### src/rtl/ffa_pkg.sv
// shared types and constants for the first-fit extent allocator
// extent record, operation codes, status codes, controller/datapath command bundles
// no dependencies
package ffa_pkg;

	localparam int ADDR_BITS        = 10;
	localparam int LEN_BITS         = ADDR_BITS + 1;
	localparam int COUNT_FIELD_BITS = 7;
	localparam int CFG_INDEX_BITS   = 1;
	localparam int CFG_DATA_BITS    = LEN_BITS;

	localparam logic [LEN_BITS-1:0]  SPACE_LIMIT  = {1'b1, {ADDR_BITS{1'b0}}};
	localparam logic [ADDR_BITS-1:0] RESET_BASE   = ADDR_BITS'(64);
	localparam logic [LEN_BITS-1:0]  RESET_LENGTH = LEN_BITS'(960);

	localparam logic [CFG_INDEX_BITS-1:0] REG_REGION_BASE   = 1'b0;
	localparam logic [CFG_INDEX_BITS-1:0] REG_REGION_LENGTH = 1'b1;

	localparam logic [1:0] ST_OK         = 2'd0;
	localparam logic [1:0] ST_NO_FIT     = 2'd1;
	localparam logic [1:0] ST_TABLE_FULL = 2'd2;

	typedef enum logic [1:0] {
		FN_PROBE  = 2'd0,
		FN_ALLOC  = 2'd1,
		FN_FREE   = 2'd2,
		FN_REINIT = 2'd3
	} func_t;

	typedef enum logic [2:0] {
		WR_NONE,
		WR_INIT,
		WR_REINIT,
		WR_CARVE,
		WR_MERGE_BOTH,
		WR_MERGE_LO,
		WR_MERGE_HI,
		WR_INSERT
	} wr_sel_t;

	typedef struct packed {
		logic [ADDR_BITS-1:0] start;
		logic [LEN_BITS-1:0]  length;
	} extent_t;

	typedef struct packed {
		logic       load;
		logic       scan_init;
		logic       scan_step;
		logic       dn_init;
		logic       dn_step;
		logic       up_init;
		logic       up_step;
		wr_sel_t    wr_sel;
		logic       res_load;
		logic [1:0] res_status;
	} dp_cmd_t;

	typedef struct packed {
		func_t func;
		logic  size_zero;
		logic  scan_done;
		logic  hit;
		logic  exact;
		logic  join_lo;
		logic  join_hi;
		logic  full;
		logic  dn_done;
		logic  up_done;
		logic  out_free;
	} dp_stat_t;

	// trims a length so the extent ends at or below the top of the address space
	function automatic logic [LEN_BITS-1:0] clip_len(input logic [ADDR_BITS-1:0] start,
		input logic [LEN_BITS-1:0] len);
		logic [LEN_BITS-1:0] room;
		room = SPACE_LIMIT - {1'b0, start};
		return (len > room) ? room : len;
	endfunction

endpackage

### src/rtl/first_fit_allocator_top.sv
// first-fit extent allocator with coalescing, top level; uses ffa_pkg, ffa_ctrl, ffa_datapath
// one operation at a time; a scan and any removal or insert shift handle one extent per cycle
// out_valid rises once the result is loaded, soonest for reinitialise or zero size and latest for a free
// inserted into a table one short of full; in_ready returns the cycle after the result is loaded.
// after reset the INIT state loads the default region into entry 0 before the first transfer;
// config applies at the next reinitialise
module first_fit_allocator_top
	import ffa_pkg::*;
#(
	parameter int MAX_EXTENTS = 64
) (
	input  logic                        clk,
	input  logic                        arst_n,
	input  logic                        in_valid,
	output logic                        in_ready,
	input  logic [1:0]                  func,
	input  logic [LEN_BITS-1:0]         request_size,
	input  logic [ADDR_BITS-1:0]        release_start,
	output logic                        out_valid,
	input  logic                        out_ready,
	output logic [1:0]                  status,
	output logic [ADDR_BITS-1:0]        granted_start,
	output logic                        fits,
	output logic [COUNT_FIELD_BITS-1:0] extent_count,
	input  logic                        cfg_valid,
	output logic                        cfg_ready,
	input  logic [CFG_INDEX_BITS-1:0]   cfg_index,
	input  logic [CFG_DATA_BITS-1:0]    cfg_data
);

	dp_cmd_t  cmd;
	dp_stat_t stat;

	assign cfg_ready = 1'b1;

	ffa_ctrl u_ctrl (
		.clk      (clk),
		.arst_n   (arst_n),
		.in_valid (in_valid),
		.in_ready (in_ready),
		.stat     (stat),
		.cmd      (cmd)
	);

	ffa_datapath #(
		.MAX_EXTENTS (MAX_EXTENTS)
	) u_datapath (
		.clk           (clk),
		.arst_n        (arst_n),
		.cmd           (cmd),
		.stat          (stat),
		.func          (func),
		.request_size  (request_size),
		.release_start (release_start),
		.cfg_valid     (cfg_valid),
		.cfg_index     (cfg_index),
		.cfg_data      (cfg_data),
		.out_valid     (out_valid),
		.out_ready     (out_ready),
		.status        (status),
		.granted_start (granted_start),
		.fits          (fits),
		.extent_count  (extent_count)
	);

endmodule

### src/rtl/ffa_ctrl.sv
// operation sequencer for the first-fit extent allocator
// drives scan, shift and table write commands into ffa_datapath; uses ffa_pkg
module ffa_ctrl
	import ffa_pkg::*;
(
	input  logic     clk,
	input  logic     arst_n,
	input  logic     in_valid,
	output logic     in_ready,
	input  dp_stat_t stat,
	output dp_cmd_t  cmd
);

	typedef enum logic [3:0] {
		S_INIT,
		S_IDLE,
		S_START,
		S_SCAN,
		S_DECIDE,
		S_SHIFT_DN,
		S_SHIFT_UP,
		S_INSERT,
		S_FINISH
	} state_t;

	state_t     state_q, state_d;
	logic [1:0] st_q, st_d;

	always_comb begin
		cmd      = '0;
		cmd.wr_sel = WR_NONE;
		in_ready = 1'b0;
		state_d  = state_q;
		st_d     = st_q;
		unique case (state_q)
			S_INIT: begin
				cmd.wr_sel = WR_INIT;
				state_d    = S_IDLE;
			end
			S_IDLE: begin
				in_ready = 1'b1;
				if (in_valid) begin
					cmd.load = 1'b1;
					state_d  = S_START;
				end
			end
			S_START: begin
				st_d = ST_OK;
				if (stat.func == FN_REINIT) begin
					cmd.wr_sel = WR_REINIT;
					state_d    = S_FINISH;
				end else if (stat.size_zero) begin
					// zero size never fits and a zero-size free is a no-op
					if (stat.func == FN_ALLOC)
						st_d = ST_NO_FIT;
					state_d = S_FINISH;
				end else begin
					cmd.scan_init = 1'b1;
					state_d       = S_SCAN;
				end
			end
			S_SCAN: begin
				cmd.scan_step = 1'b1;
				if (stat.scan_done)
					state_d = S_DECIDE;
			end
			S_DECIDE: begin
				state_d = S_FINISH;
				unique case (stat.func)
					FN_PROBE: st_d = ST_OK;
					FN_ALLOC: begin
						if (!stat.hit) begin
							st_d = ST_NO_FIT;
						end else if (stat.exact) begin
							cmd.dn_init = 1'b1;
							state_d     = S_SHIFT_DN;
						end else begin
							cmd.wr_sel = WR_CARVE;
						end
					end
					FN_FREE: begin
						priority if (stat.join_lo && stat.join_hi) begin
							cmd.wr_sel  = WR_MERGE_BOTH;
							cmd.dn_init = 1'b1;
							state_d     = S_SHIFT_DN;
						end else if (stat.join_lo) begin
							cmd.wr_sel = WR_MERGE_LO;
						end else if (stat.join_hi) begin
							cmd.wr_sel = WR_MERGE_HI;
						end else if (stat.full) begin
							st_d = ST_TABLE_FULL;
						end else begin
							cmd.up_init = 1'b1;
							state_d     = S_SHIFT_UP;
						end
					end
					FN_REINIT: st_d = ST_OK;
				endcase
			end
			S_SHIFT_DN: begin
				cmd.dn_step = 1'b1;
				if (stat.dn_done)
					state_d = S_FINISH;
			end
			S_SHIFT_UP: begin
				cmd.up_step = 1'b1;
				if (stat.up_done)
					state_d = S_INSERT;
			end
			S_INSERT: begin
				cmd.wr_sel = WR_INSERT;
				state_d    = S_FINISH;
			end
			S_FINISH: begin
				if (stat.out_free) begin
					cmd.res_load   = 1'b1;
					cmd.res_status = st_q;
					state_d        = S_IDLE;
				end
			end
			default: state_d = S_IDLE;
		endcase
	end

	always_ff @(posedge clk or negedge arst_n) begin
		if (!arst_n) begin
			state_q <= S_INIT;
			st_q    <= ST_OK;
		end else begin
			state_q <= state_d;
			st_q    <= st_d;
		end
	end

endmodule

### src/rtl/ffa_datapath.sv
// extent table, scan and shift pointers, config registers and result register
// executes ffa_ctrl commands; uses ffa_pkg
module ffa_datapath
	import ffa_pkg::*;
#(
	parameter int MAX_EXTENTS = 64
) (
	input  logic                        clk,
	input  logic                        arst_n,
	input  dp_cmd_t                     cmd,
	output dp_stat_t                    stat,
	input  logic [1:0]                  func,
	input  logic [LEN_BITS-1:0]         request_size,
	input  logic [ADDR_BITS-1:0]        release_start,
	input  logic                        cfg_valid,
	input  logic [CFG_INDEX_BITS-1:0]   cfg_index,
	input  logic [CFG_DATA_BITS-1:0]    cfg_data,
	output logic                        out_valid,
	input  logic                        out_ready,
	output logic [1:0]                  status,
	output logic [ADDR_BITS-1:0]        granted_start,
	output logic                        fits,
	output logic [COUNT_FIELD_BITS-1:0] extent_count
);

	localparam int IW = $clog2(MAX_EXTENTS);
	localparam int CW = $clog2(MAX_EXTENTS + 1);
	localparam int XW = (CW > COUNT_FIELD_BITS) ? CW : COUNT_FIELD_BITS;

	extent_t mem [MAX_EXTENTS];
	extent_t rd_q;
	logic [IW-1:0] rd_addr;
	logic          we;
	logic [IW-1:0] wa;
	extent_t       wd;

	logic [CW-1:0] count_q, idx_q, pos_q;
	logic          vld_q, hit_q;
	extent_t       cur_q, prev_q;

	func_t                func_q;
	logic [LEN_BITS-1:0]  size_q, rel_len_q;
	logic [ADDR_BITS-1:0] rel_s_q;

	logic [ADDR_BITS-1:0] base_q;
	logic [LEN_BITS-1:0]  length_q;

	logic                        out_valid_q;
	logic [1:0]                  status_q;
	logic [ADDR_BITS-1:0]        granted_q;
	logic                        fits_q;
	logic [COUNT_FIELD_BITS-1:0] count_out_q;

	logic [CW-1:0]        idx_m1, idx_m2, idx_p1, pos_m1, pos_p1;
	logic                 match, hit_now, end_now;
	logic [LEN_BITS-1:0]  reinit_len, init_len, carve_sum;
	logic [XW-1:0]        count_x;

	assign idx_m1 = idx_q - CW'(1);
	assign idx_m2 = idx_q - CW'(2);
	assign idx_p1 = idx_q + CW'(1);
	assign pos_m1 = pos_q - CW'(1);
	assign pos_p1 = pos_q + CW'(1);

	assign reinit_len = clip_len(base_q, length_q);
	assign init_len   = clip_len(RESET_BASE, RESET_LENGTH);
	assign carve_sum  = {1'b0, cur_q.start} + size_q;
	assign count_x    = XW'(count_q);

	// a free looks for the first start not below its own, a fit for the first long enough
	assign match   = (func_q == FN_FREE) ? ({1'b0, rd_q.start} >= {1'b0, rel_s_q})
		: (rd_q.length >= size_q);
	assign hit_now = vld_q && match;
	assign end_now = !hit_now && (idx_q == count_q);

	assign stat.func      = func_q;
	assign stat.size_zero = (size_q == '0);
	assign stat.scan_done = hit_now || end_now;
	assign stat.hit       = hit_q;
	assign stat.exact     = (cur_q.length == size_q);
	assign stat.join_hi   = hit_q && (({1'b0, rel_s_q} + rel_len_q) == {1'b0, cur_q.start});
	assign stat.join_lo   = (pos_q != '0)
		&& (({1'b0, prev_q.start} + prev_q.length) == {1'b0, rel_s_q});
	assign stat.full      = (count_q == CW'(MAX_EXTENTS));
	assign stat.dn_done   = (idx_q == count_q);
	assign stat.up_done   = (idx_q == pos_q);
	assign stat.out_free  = !out_valid_q || out_ready;

	// read pointer: scans and downward shifts read at idx, upward shifts one below
	assign rd_addr = cmd.up_step ? idx_m1[IW-1:0] : idx_q[IW-1:0];

	always_comb begin
		we = 1'b0;
		wa = '0;
		wd = '0;
		if ((cmd.dn_step || cmd.up_step) && vld_q) begin
			we = 1'b1;
			wa = cmd.dn_step ? idx_m2[IW-1:0] : idx_p1[IW-1:0];
			wd = rd_q;
		end else begin
			unique case (cmd.wr_sel)
				WR_NONE: we = 1'b0;
				WR_INIT: begin
					we = 1'b1;
					wd = '{start: RESET_BASE, length: init_len};
				end
				WR_REINIT: begin
					we = 1'b1;
					wd = '{start: base_q, length: reinit_len};
				end
				WR_CARVE: begin
					we = 1'b1;
					wa = pos_q[IW-1:0];
					wd = '{start: carve_sum[ADDR_BITS-1:0], length: cur_q.length - size_q};
				end
				WR_MERGE_BOTH: begin
					we = 1'b1;
					wa = pos_m1[IW-1:0];
					wd = '{start: prev_q.start,
						length: prev_q.length + rel_len_q + cur_q.length};
				end
				WR_MERGE_LO: begin
					we = 1'b1;
					wa = pos_m1[IW-1:0];
					wd = '{start: prev_q.start, length: prev_q.length + rel_len_q};
				end
				WR_MERGE_HI: begin
					we = 1'b1;
					wa = pos_q[IW-1:0];
					wd = '{start: rel_s_q, length: rel_len_q + cur_q.length};
				end
				WR_INSERT: begin
					we = 1'b1;
					wa = pos_q[IW-1:0];
					wd = '{start: rel_s_q, length: rel_len_q};
				end
			endcase
		end
	end

	always_ff @(posedge clk) begin
		if (we)
			mem[wa] <= wd;
		rd_q <= mem[rd_addr];
	end

	// item, scan and result payload
	always_ff @(posedge clk) begin
		if (cmd.load) begin
			func_q    <= func_t'(func);
			size_q    <= request_size;
			rel_s_q   <= release_start;
			rel_len_q <= clip_len(release_start, request_size);
		end
		if (cmd.scan_step) begin
			if (hit_now)
				cur_q <= rd_q;
			else if (vld_q)
				prev_q <= rd_q;
		end
		if (cmd.res_load) begin
			status_q    <= cmd.res_status;
			fits_q      <= hit_q && (func_q == FN_PROBE || func_q == FN_ALLOC);
			granted_q   <= (hit_q && func_q == FN_ALLOC) ? cur_q.start : '0;
			count_out_q <= count_x[COUNT_FIELD_BITS-1:0];
		end
	end

	always_ff @(posedge clk or negedge arst_n) begin
		if (!arst_n) begin
			count_q     <= CW'(1);
			idx_q       <= '0;
			pos_q       <= '0;
			vld_q       <= 1'b0;
			hit_q       <= 1'b0;
			base_q      <= RESET_BASE;
			length_q    <= RESET_LENGTH;
			out_valid_q <= 1'b0;
		end else begin
			if (cfg_valid) begin
				unique case (cfg_index)
					REG_REGION_BASE:   base_q   <= cfg_data[ADDR_BITS-1:0];
					REG_REGION_LENGTH: length_q <= cfg_data[LEN_BITS-1:0];
				endcase
			end

			if (cmd.load)
				hit_q <= 1'b0;

			if (cmd.scan_init) begin
				idx_q <= '0;
				vld_q <= 1'b0;
				hit_q <= 1'b0;
			end else if (cmd.scan_step) begin
				if (hit_now) begin
					hit_q <= 1'b1;
					pos_q <= idx_m1;
				end else if (end_now) begin
					pos_q <= idx_q;
				end else begin
					idx_q <= idx_p1;
					vld_q <= 1'b1;
				end
			end else if (cmd.dn_init) begin
				// close the gap at pos: move everything above it one slot down
				idx_q <= pos_p1;
				vld_q <= 1'b0;
			end else if (cmd.dn_step) begin
				if (stat.dn_done) begin
					count_q <= count_q - CW'(1);
				end else begin
					idx_q <= idx_p1;
					vld_q <= 1'b1;
				end
			end else if (cmd.up_init) begin
				// open a slot at pos, moving from the top entry downwards
				idx_q <= count_q;
				vld_q <= 1'b0;
			end else if (cmd.up_step) begin
				if (!stat.up_done) begin
					idx_q <= idx_m1;
					vld_q <= 1'b1;
				end
			end

			if (cmd.wr_sel == WR_REINIT)
				count_q <= (reinit_len != '0) ? CW'(1) : '0;
			else if (cmd.wr_sel == WR_INSERT)
				count_q <= count_q + CW'(1);

			if (cmd.res_load)
				out_valid_q <= 1'b1;
			else if (out_ready)
				out_valid_q <= 1'b0;
		end
	end

	assign out_valid     = out_valid_q;
	assign status        = status_q;
	assign granted_start = granted_q;
	assign fits          = fits_q;
	assign extent_count  = count_out_q;

endmodule
### config.mk
export PLATFORM = sky130hd
export DESIGN_NAME = first_fit_allocator_top
export DESIGN_NICKNAME = d
export VERILOG_FILES = /design/src/rtl/ffa_pkg.sv /design/src/rtl/first_fit_allocator_top.sv /design/src/rtl/ffa_ctrl.sv /design/src/rtl/ffa_datapath.sv
export SDC_FILE = /design/constraint.sdc
export NUM_CORES = 2
export LEC_CHECK = 0
export BUFFER_PORTS_ARGS = -buffer_cell sky130_fd_sc_hd__buf_2
export CORE_MARGIN = 3
export CORE_UTILIZATION = 60
export CTS_BUF_LIST = sky130_fd_sc_hd__clkbuf_4 sky130_fd_sc_hd__clkbuf_8
export CTS_CLUSTER_DIAMETER = 120
export CTS_CLUSTER_SIZE = 14
export DETAILED_ROUTE_END_ITERATION = 8
export PLACE_DENSITY = 0.78
export SYNTH_ARGS = -nofsm -noshare
export SYNTH_HDL_FRONTEND = slang
export SYNTH_HIERARCHICAL = 1
export SYNTH_SLANG_ARGS = --single-unit
### constraint.sdc
create_clock -name clk -period 11.1 [get_ports clk]
set_input_delay 2.22 -clock clk [delete_from_list [all_inputs] [get_ports clk]]
set_output_delay 2.22 -clock clk [all_outputs]
set_load 0.05 [all_outputs]
* After elaboration in Yosys (flattened, before gate mapping) *
Memory sizes are Yosys's and may differ from the RTL's. A register that Yosys moved wholly into a read port is not among the register bits.
Index checks and enable logic that the tools add are counted.

storage, ports and cells
  bits in registers = 147
  memory bits (writable) = 1,344
  input port bits = 40
  output and inout port bits = 23
  word-level logic and storage cells = 231
  memories kept = 1

memory list
  memory          words  bits a word  read ports  clocked after memory_dff  write ports  line                text
  u_datapath.mem  64     21           1           1                         1            ffa_datapath.sv:30  extent_t mem [MAX_EXTENTS];

operators by class
  add/subtract/negate cells = 16
  $lt $le $gt $ge = 4
  eq/ne operators = 41
  multiplexer cells = 104
  bitwise operators = 3
  reduce and logical (&&, ||, !) cells = 40

operator list
  kind                                                                   number
  21-bit case mux with 7 select lines                                    1
  7-bit 2-to-1 mux                                                       19
  4-bit 2-to-1 mux                                                       13
  1-bit 2-to-1 mux                                                       41
  11-bit adder                                                           3
  4-bit case mux with 8 select lines                                     1
  10-bit by 11-bit adder with 11-bit output                              2
  11-bit by 10-bit == test with 1-bit output                             2
  11-bit > comparator                                                    2
  11-bit 2-to-1 mux                                                      2
  11-bit by 10-bit subtractor with 11-bit output (first input constant)  2
  7-bit by 1-bit adder with 7-bit output (second input constant)         3
  21-bit 2-to-1 mux                                                      1
  3-bit inequality test (second input constant)                          7
  2-bit 2-to-1 mux                                                       9
  3-bit 2-to-1 mux                                                       6
  6-bit 2-to-1 mux                                                       3
  4-bit by 3-bit == test with 1-bit output (second input constant)       4
  5-bit AND reduction                                                    3
  7-bit == test                                                          2
  7-bit by 1-bit subtractor with 7-bit output (second input constant)    2
  3-bit == test (second input constant)                                  4
  3-bit case mux with 4 select lines                                     1
  6-bit case mux with 2 select lines                                     1
  43 further kinds                                                       74

* Longest topological paths before layout *
  word-level depth = 14
  mapped depth = 28
  mapped depth without buffers = 25

* Hierarchy *
Netlist, hierarchy kept.

by module, submodules not included
  module                   times used  cells each  area each (um2)  seq. area each (um2)
  ffa_datapath             1           4,284       64,445.6         44,795.5
  ffa_ctrl                 1           105         820.8            150.1
  first_fit_allocator_top  1           2           11.3             0.0

* Worst setup path before layout *
Ideal clock, no wire load.

  path kind = register to register
  start = register u_datapath/prev_q[0] (netlist name)
  end = memory u_datapath/mem[0][9] (netlist name), data pin
  setup time = 0.702 ns
  data arrival time = 8.457 ns
  data required time = 10.398 ns
  slack = 1.941 ns
  stages on the path, launching flop included = 26
  buffers on the path = 2
  period minus slack after synthesis = 9.159 ns
  path through = edfxtp_1 -> ha_1 -> fa_1 -> a21o_1 -> a21oi_1 -> o21ai_0 -> o41ai_1 -> o221ai_1 -> o311a_1 -> nor3_1 -> nand2_1 -> o22ai_1 -> a21boi_0 -> o32ai_1 -> clkbuf_1 -> nand3b_1 -> clkbuf_1 -> mux2_2 -> ha_1 -> and2_1 -> a311oi_1 -> nand3_1 -> a41oi_1 -> mux2i_1 -> a211oi_1 -> o21ai_0

RTL lines
  element                   line                 text
  start: declaration        ffa_datapath.sv:39   extent_t cur_q, prev_q;
  start signal: assignment  ffa_datapath.sv:159  prev_q <= rd_q;
  end: declaration          ffa_datapath.sv:30

==> impl_metrics.ini <==
[run_status]
status = completed

[clocking]
htree_num_levels = 3
cts_tree = built
ctsHoldBuffers = 0
clkTransAtPathRegs_ns = 0.12
cts_resized = 0
cts_setup_buffers = 0
clock_path_buffers = 3
insertion_delay_ns = 0.85
clock-sinks = 1512
cts_inserted_buffers = 117
cts_root_buf = clkbuf_8

[sta]
max_slew_margin = 0.0554
setup_tns_ns = 0
post-route-period-util = 0.739
slew_violations = 0
tightestPinTransition_ns = 1.40
max_freq_mhz = 122
rsz0062_at_grt = no
setup_viol = 0
skew_ns = 0.0738
min_period_ns = 8.20
hold_viol = 0

[yosys]
yosysMostFrequentCell = edfxtp_1
ys_top_cells_by_count = edfxtp_1 (1440), nand2_1 (710), nand3_1 (198)
syn_inst = 4391
synthesis.nets = 4560
synth_area_leaders = edfxtp_1 (66%), mux4_2 (5.9%), nand2_1 (4.1%), ha_1 (2.3%), dfrtp_1 (1.7%)
yosysTopAreaCell = edfxtp_1
synth_top_area_frac = 0.662
ys.flop_type = edfxtp_1
yosysSeqAreaShare = 0.689
synth-edff-count = 1440
synth_area_per_cell_um2 = 14.9
synth-seq-cells = 1512
synthArstFlopShare = 0.0337
ys_types = 98
ys_warn_count = 6
netlist_area_um2 = 65300

[finish]
drive_above_1_share = 0.147
fin_util = 0.644
final_nets = 4567
n_fill_cell = 7416
areaGrowthSynthToFinish_pct = 5.98

[placement]
gp_congestion = 0.946
port_buffers = 61
dpl.hpwl_um = 104000

[floorplan]
die_y_um = 336
ios = 63
row_count = 120
fp.dieW_um = 336
start_util = 0.607
core_area_um2 = 108000
die_area_um2 = 113000

[flow_run]
max_cap_violations = 0

[power]
power_leakage_nw = 23.2
p_per_area_nw_per_um2 = 257
vdd_drop_max_mv = 0.258

[setup_path]
cp-start-kind = flip-flop
endpoint_kind = flip-flop
required_ns = 11.60
critPathArrivalTime_ns = 8.70
critPathMaxFanout = 64
worst-setup-path-type = reg -> reg

[detailed_routing]
wirelength_um = 169000
vias = 39400
drt-vias-per-instance = 6.72
wl_per_cell_um = 28.8
route.detailed.drc = 0
first_pass_iters = 6
dr.first_iter.drc_count = 5799
ant_nets = 0

[min_path]
worstHoldPathType = reg -> reg

[global_route]
grt_max_degree = 167
grt_pass1_vias = 37700
gr-total-overflow = 0
antenna_found_initial = 8
grt_pass1_wl_um = 249000
grt_util_all_layers = 0.301
==> placed cells by master, fill, tap and decap left out, types with 45 or more instances in the layout <==
cell type,synthesis,final
a21oi_1,123,119
a22oi_1,45,45
a311oi_1,69,69
and3_1,71,70
buf_2,89,61
buf_4,27,72
clkbuf_4,0,49
clkbuf_8,0,120
dfrtp_1,45,45
edfxtp_1,1440,1440
ha_1,122,122
inv_1,86,86
mux2i_1,86,86
mux4_2,170,170
nand2_1,710,710
nand3_1,198,198
nor2_1,151,85
nor2_2,1,66
o211ai_1,78,78
o21ai_0,69,62
xnor2_1,71,71
==> cell families (layout without fill, tap and decap cells) <==
family | after synthesis | after routing | synth area share
xor+xnor | 119 | 119 | 0.0170
mux | 291 | 291 | 0.0781
compound gates | 653 | 653 | 0.0722
simple gates | 1349 | 1349 | 0.0937
buf+inv | 337 | 398 | 0.0249
other cells | 1 | 3 | 0.0000574
flops | 1512 | 1512 | 0.689
fa+ha+maj | 129 | 129 | 0.0255
==> worst max-delay path: stages, from the launching register on <==
cell      delay (ns)
edfxtp_1        0.42
ha_1            0.25
fa_1            0.41
a21o_1          0.18
a21oi_1         0.22
o21ai_0         0.18
o41ai_1         0.50
o221ai_1        0.22
o311a_1         0.17
nor3_1          0.61
o21ai_0         0.22
a21oi_2         0.55
buf_4           0.36
nand3b_1        0.55
mux2_2          0.42
ha_1            0.17
inv_1           0.06
fa_1            0.43
nor2b_1         0.12
o21ai_0         0.15
o211ai_1        0.32
nand2_1         0.11
xor2_1          0.16
o221ai_1        0.24
a22o_2          0.19
buf_4           0.61
==> state kept, by name (all words and copies together) (netlist names), 10 cells and up <==
signal,flops
u_datapath/base_q,10
u_datapath/cur_q,21
u_datapath/granted_start,10
u_datapath/length_q,11
u_datapath/mem,1344
u_datapath/prev_q,21
u_datapath/rd_q,21
u_datapath/rel_len_q,11
u_datapath/rel_s_q,10
u_datapath/size_q,11
==> worst paths after layout <==
path / from / to / slack [ns] / cells past startpoint
max: u_datapath/prev_q[0] / u_datapath/mem[9][8] / 2.90 / 25
min: u_datapath/rd_q[10] / u_datapath/prev_q[10] / 0.52 / 0
max reg2reg: u_datapath/prev_q[0] / u_datapath/mem[9][8] / 2.90 / 25
min reg2reg: u_datapath/rd_q[10] / u_datapath/prev_q[10] / 0.52 / 0
max in group asynchronous: arst_n / u_datapath/base_q[1] / 9.11 / 2
min in group asynchronous: arst_n / u_datapath/pos_q[6] / 1.50 / 2
==> routing by layer <==
layer,share of wire,up-vias,GRT usage
met5,0.00032,-,0
met4,0.047,8,0.130
met3,0.12,394,0.0600
met2,0.46,2522,0.458
met1,0.38,19500,0.429
li1,-,16900,-
==> area by class of cell <==
class,count,area [um^2],share of cell area
diodes,2,5.00,0.0000723
clock buffers,169,2020,0.0292
clock inverters,4,31.3,0.000452
inverters,87,329,0.00476
multi-input cells,2542,19200,0.277
flip-flops and latches,1512,44900,0.650
well taps,1403,1760,0.0254
repair buffers,138,946,0.0137
==> where the power goes <==
part	total [mW]	internal, mW	switching, mW
clock network	2.86	1.15	1.71
logic	7.24	2.24	5.00
registers	7.67	7.30	0.364
total	17.8	10.7	7.08
==> stage by stage <==
step / area (um^2) / hold slack (ns) / instances / setup WS, ns / total power [mW]
2_1_floorplan: 65300 / 0.426 / 4391 / 1.94 / 12.3
3_3_place_gp: 67100 / 0.493 / 5682 / 3.29 / 14.7
3_5_place_dp: 67100 / 0.501 / 5682 / 3.14 / 14.9
4_1_cts: 69200 / 0.515 / 5855 / 3.04 / 17.6
5_1_grt: 69200 / 0.524 / 5856 / 2.39 / 18.5
6_report: 69200 / 0.516 / 5857 / 2.90 / 17.8
No activity file was read; power rests on OpenSTA's default activity.
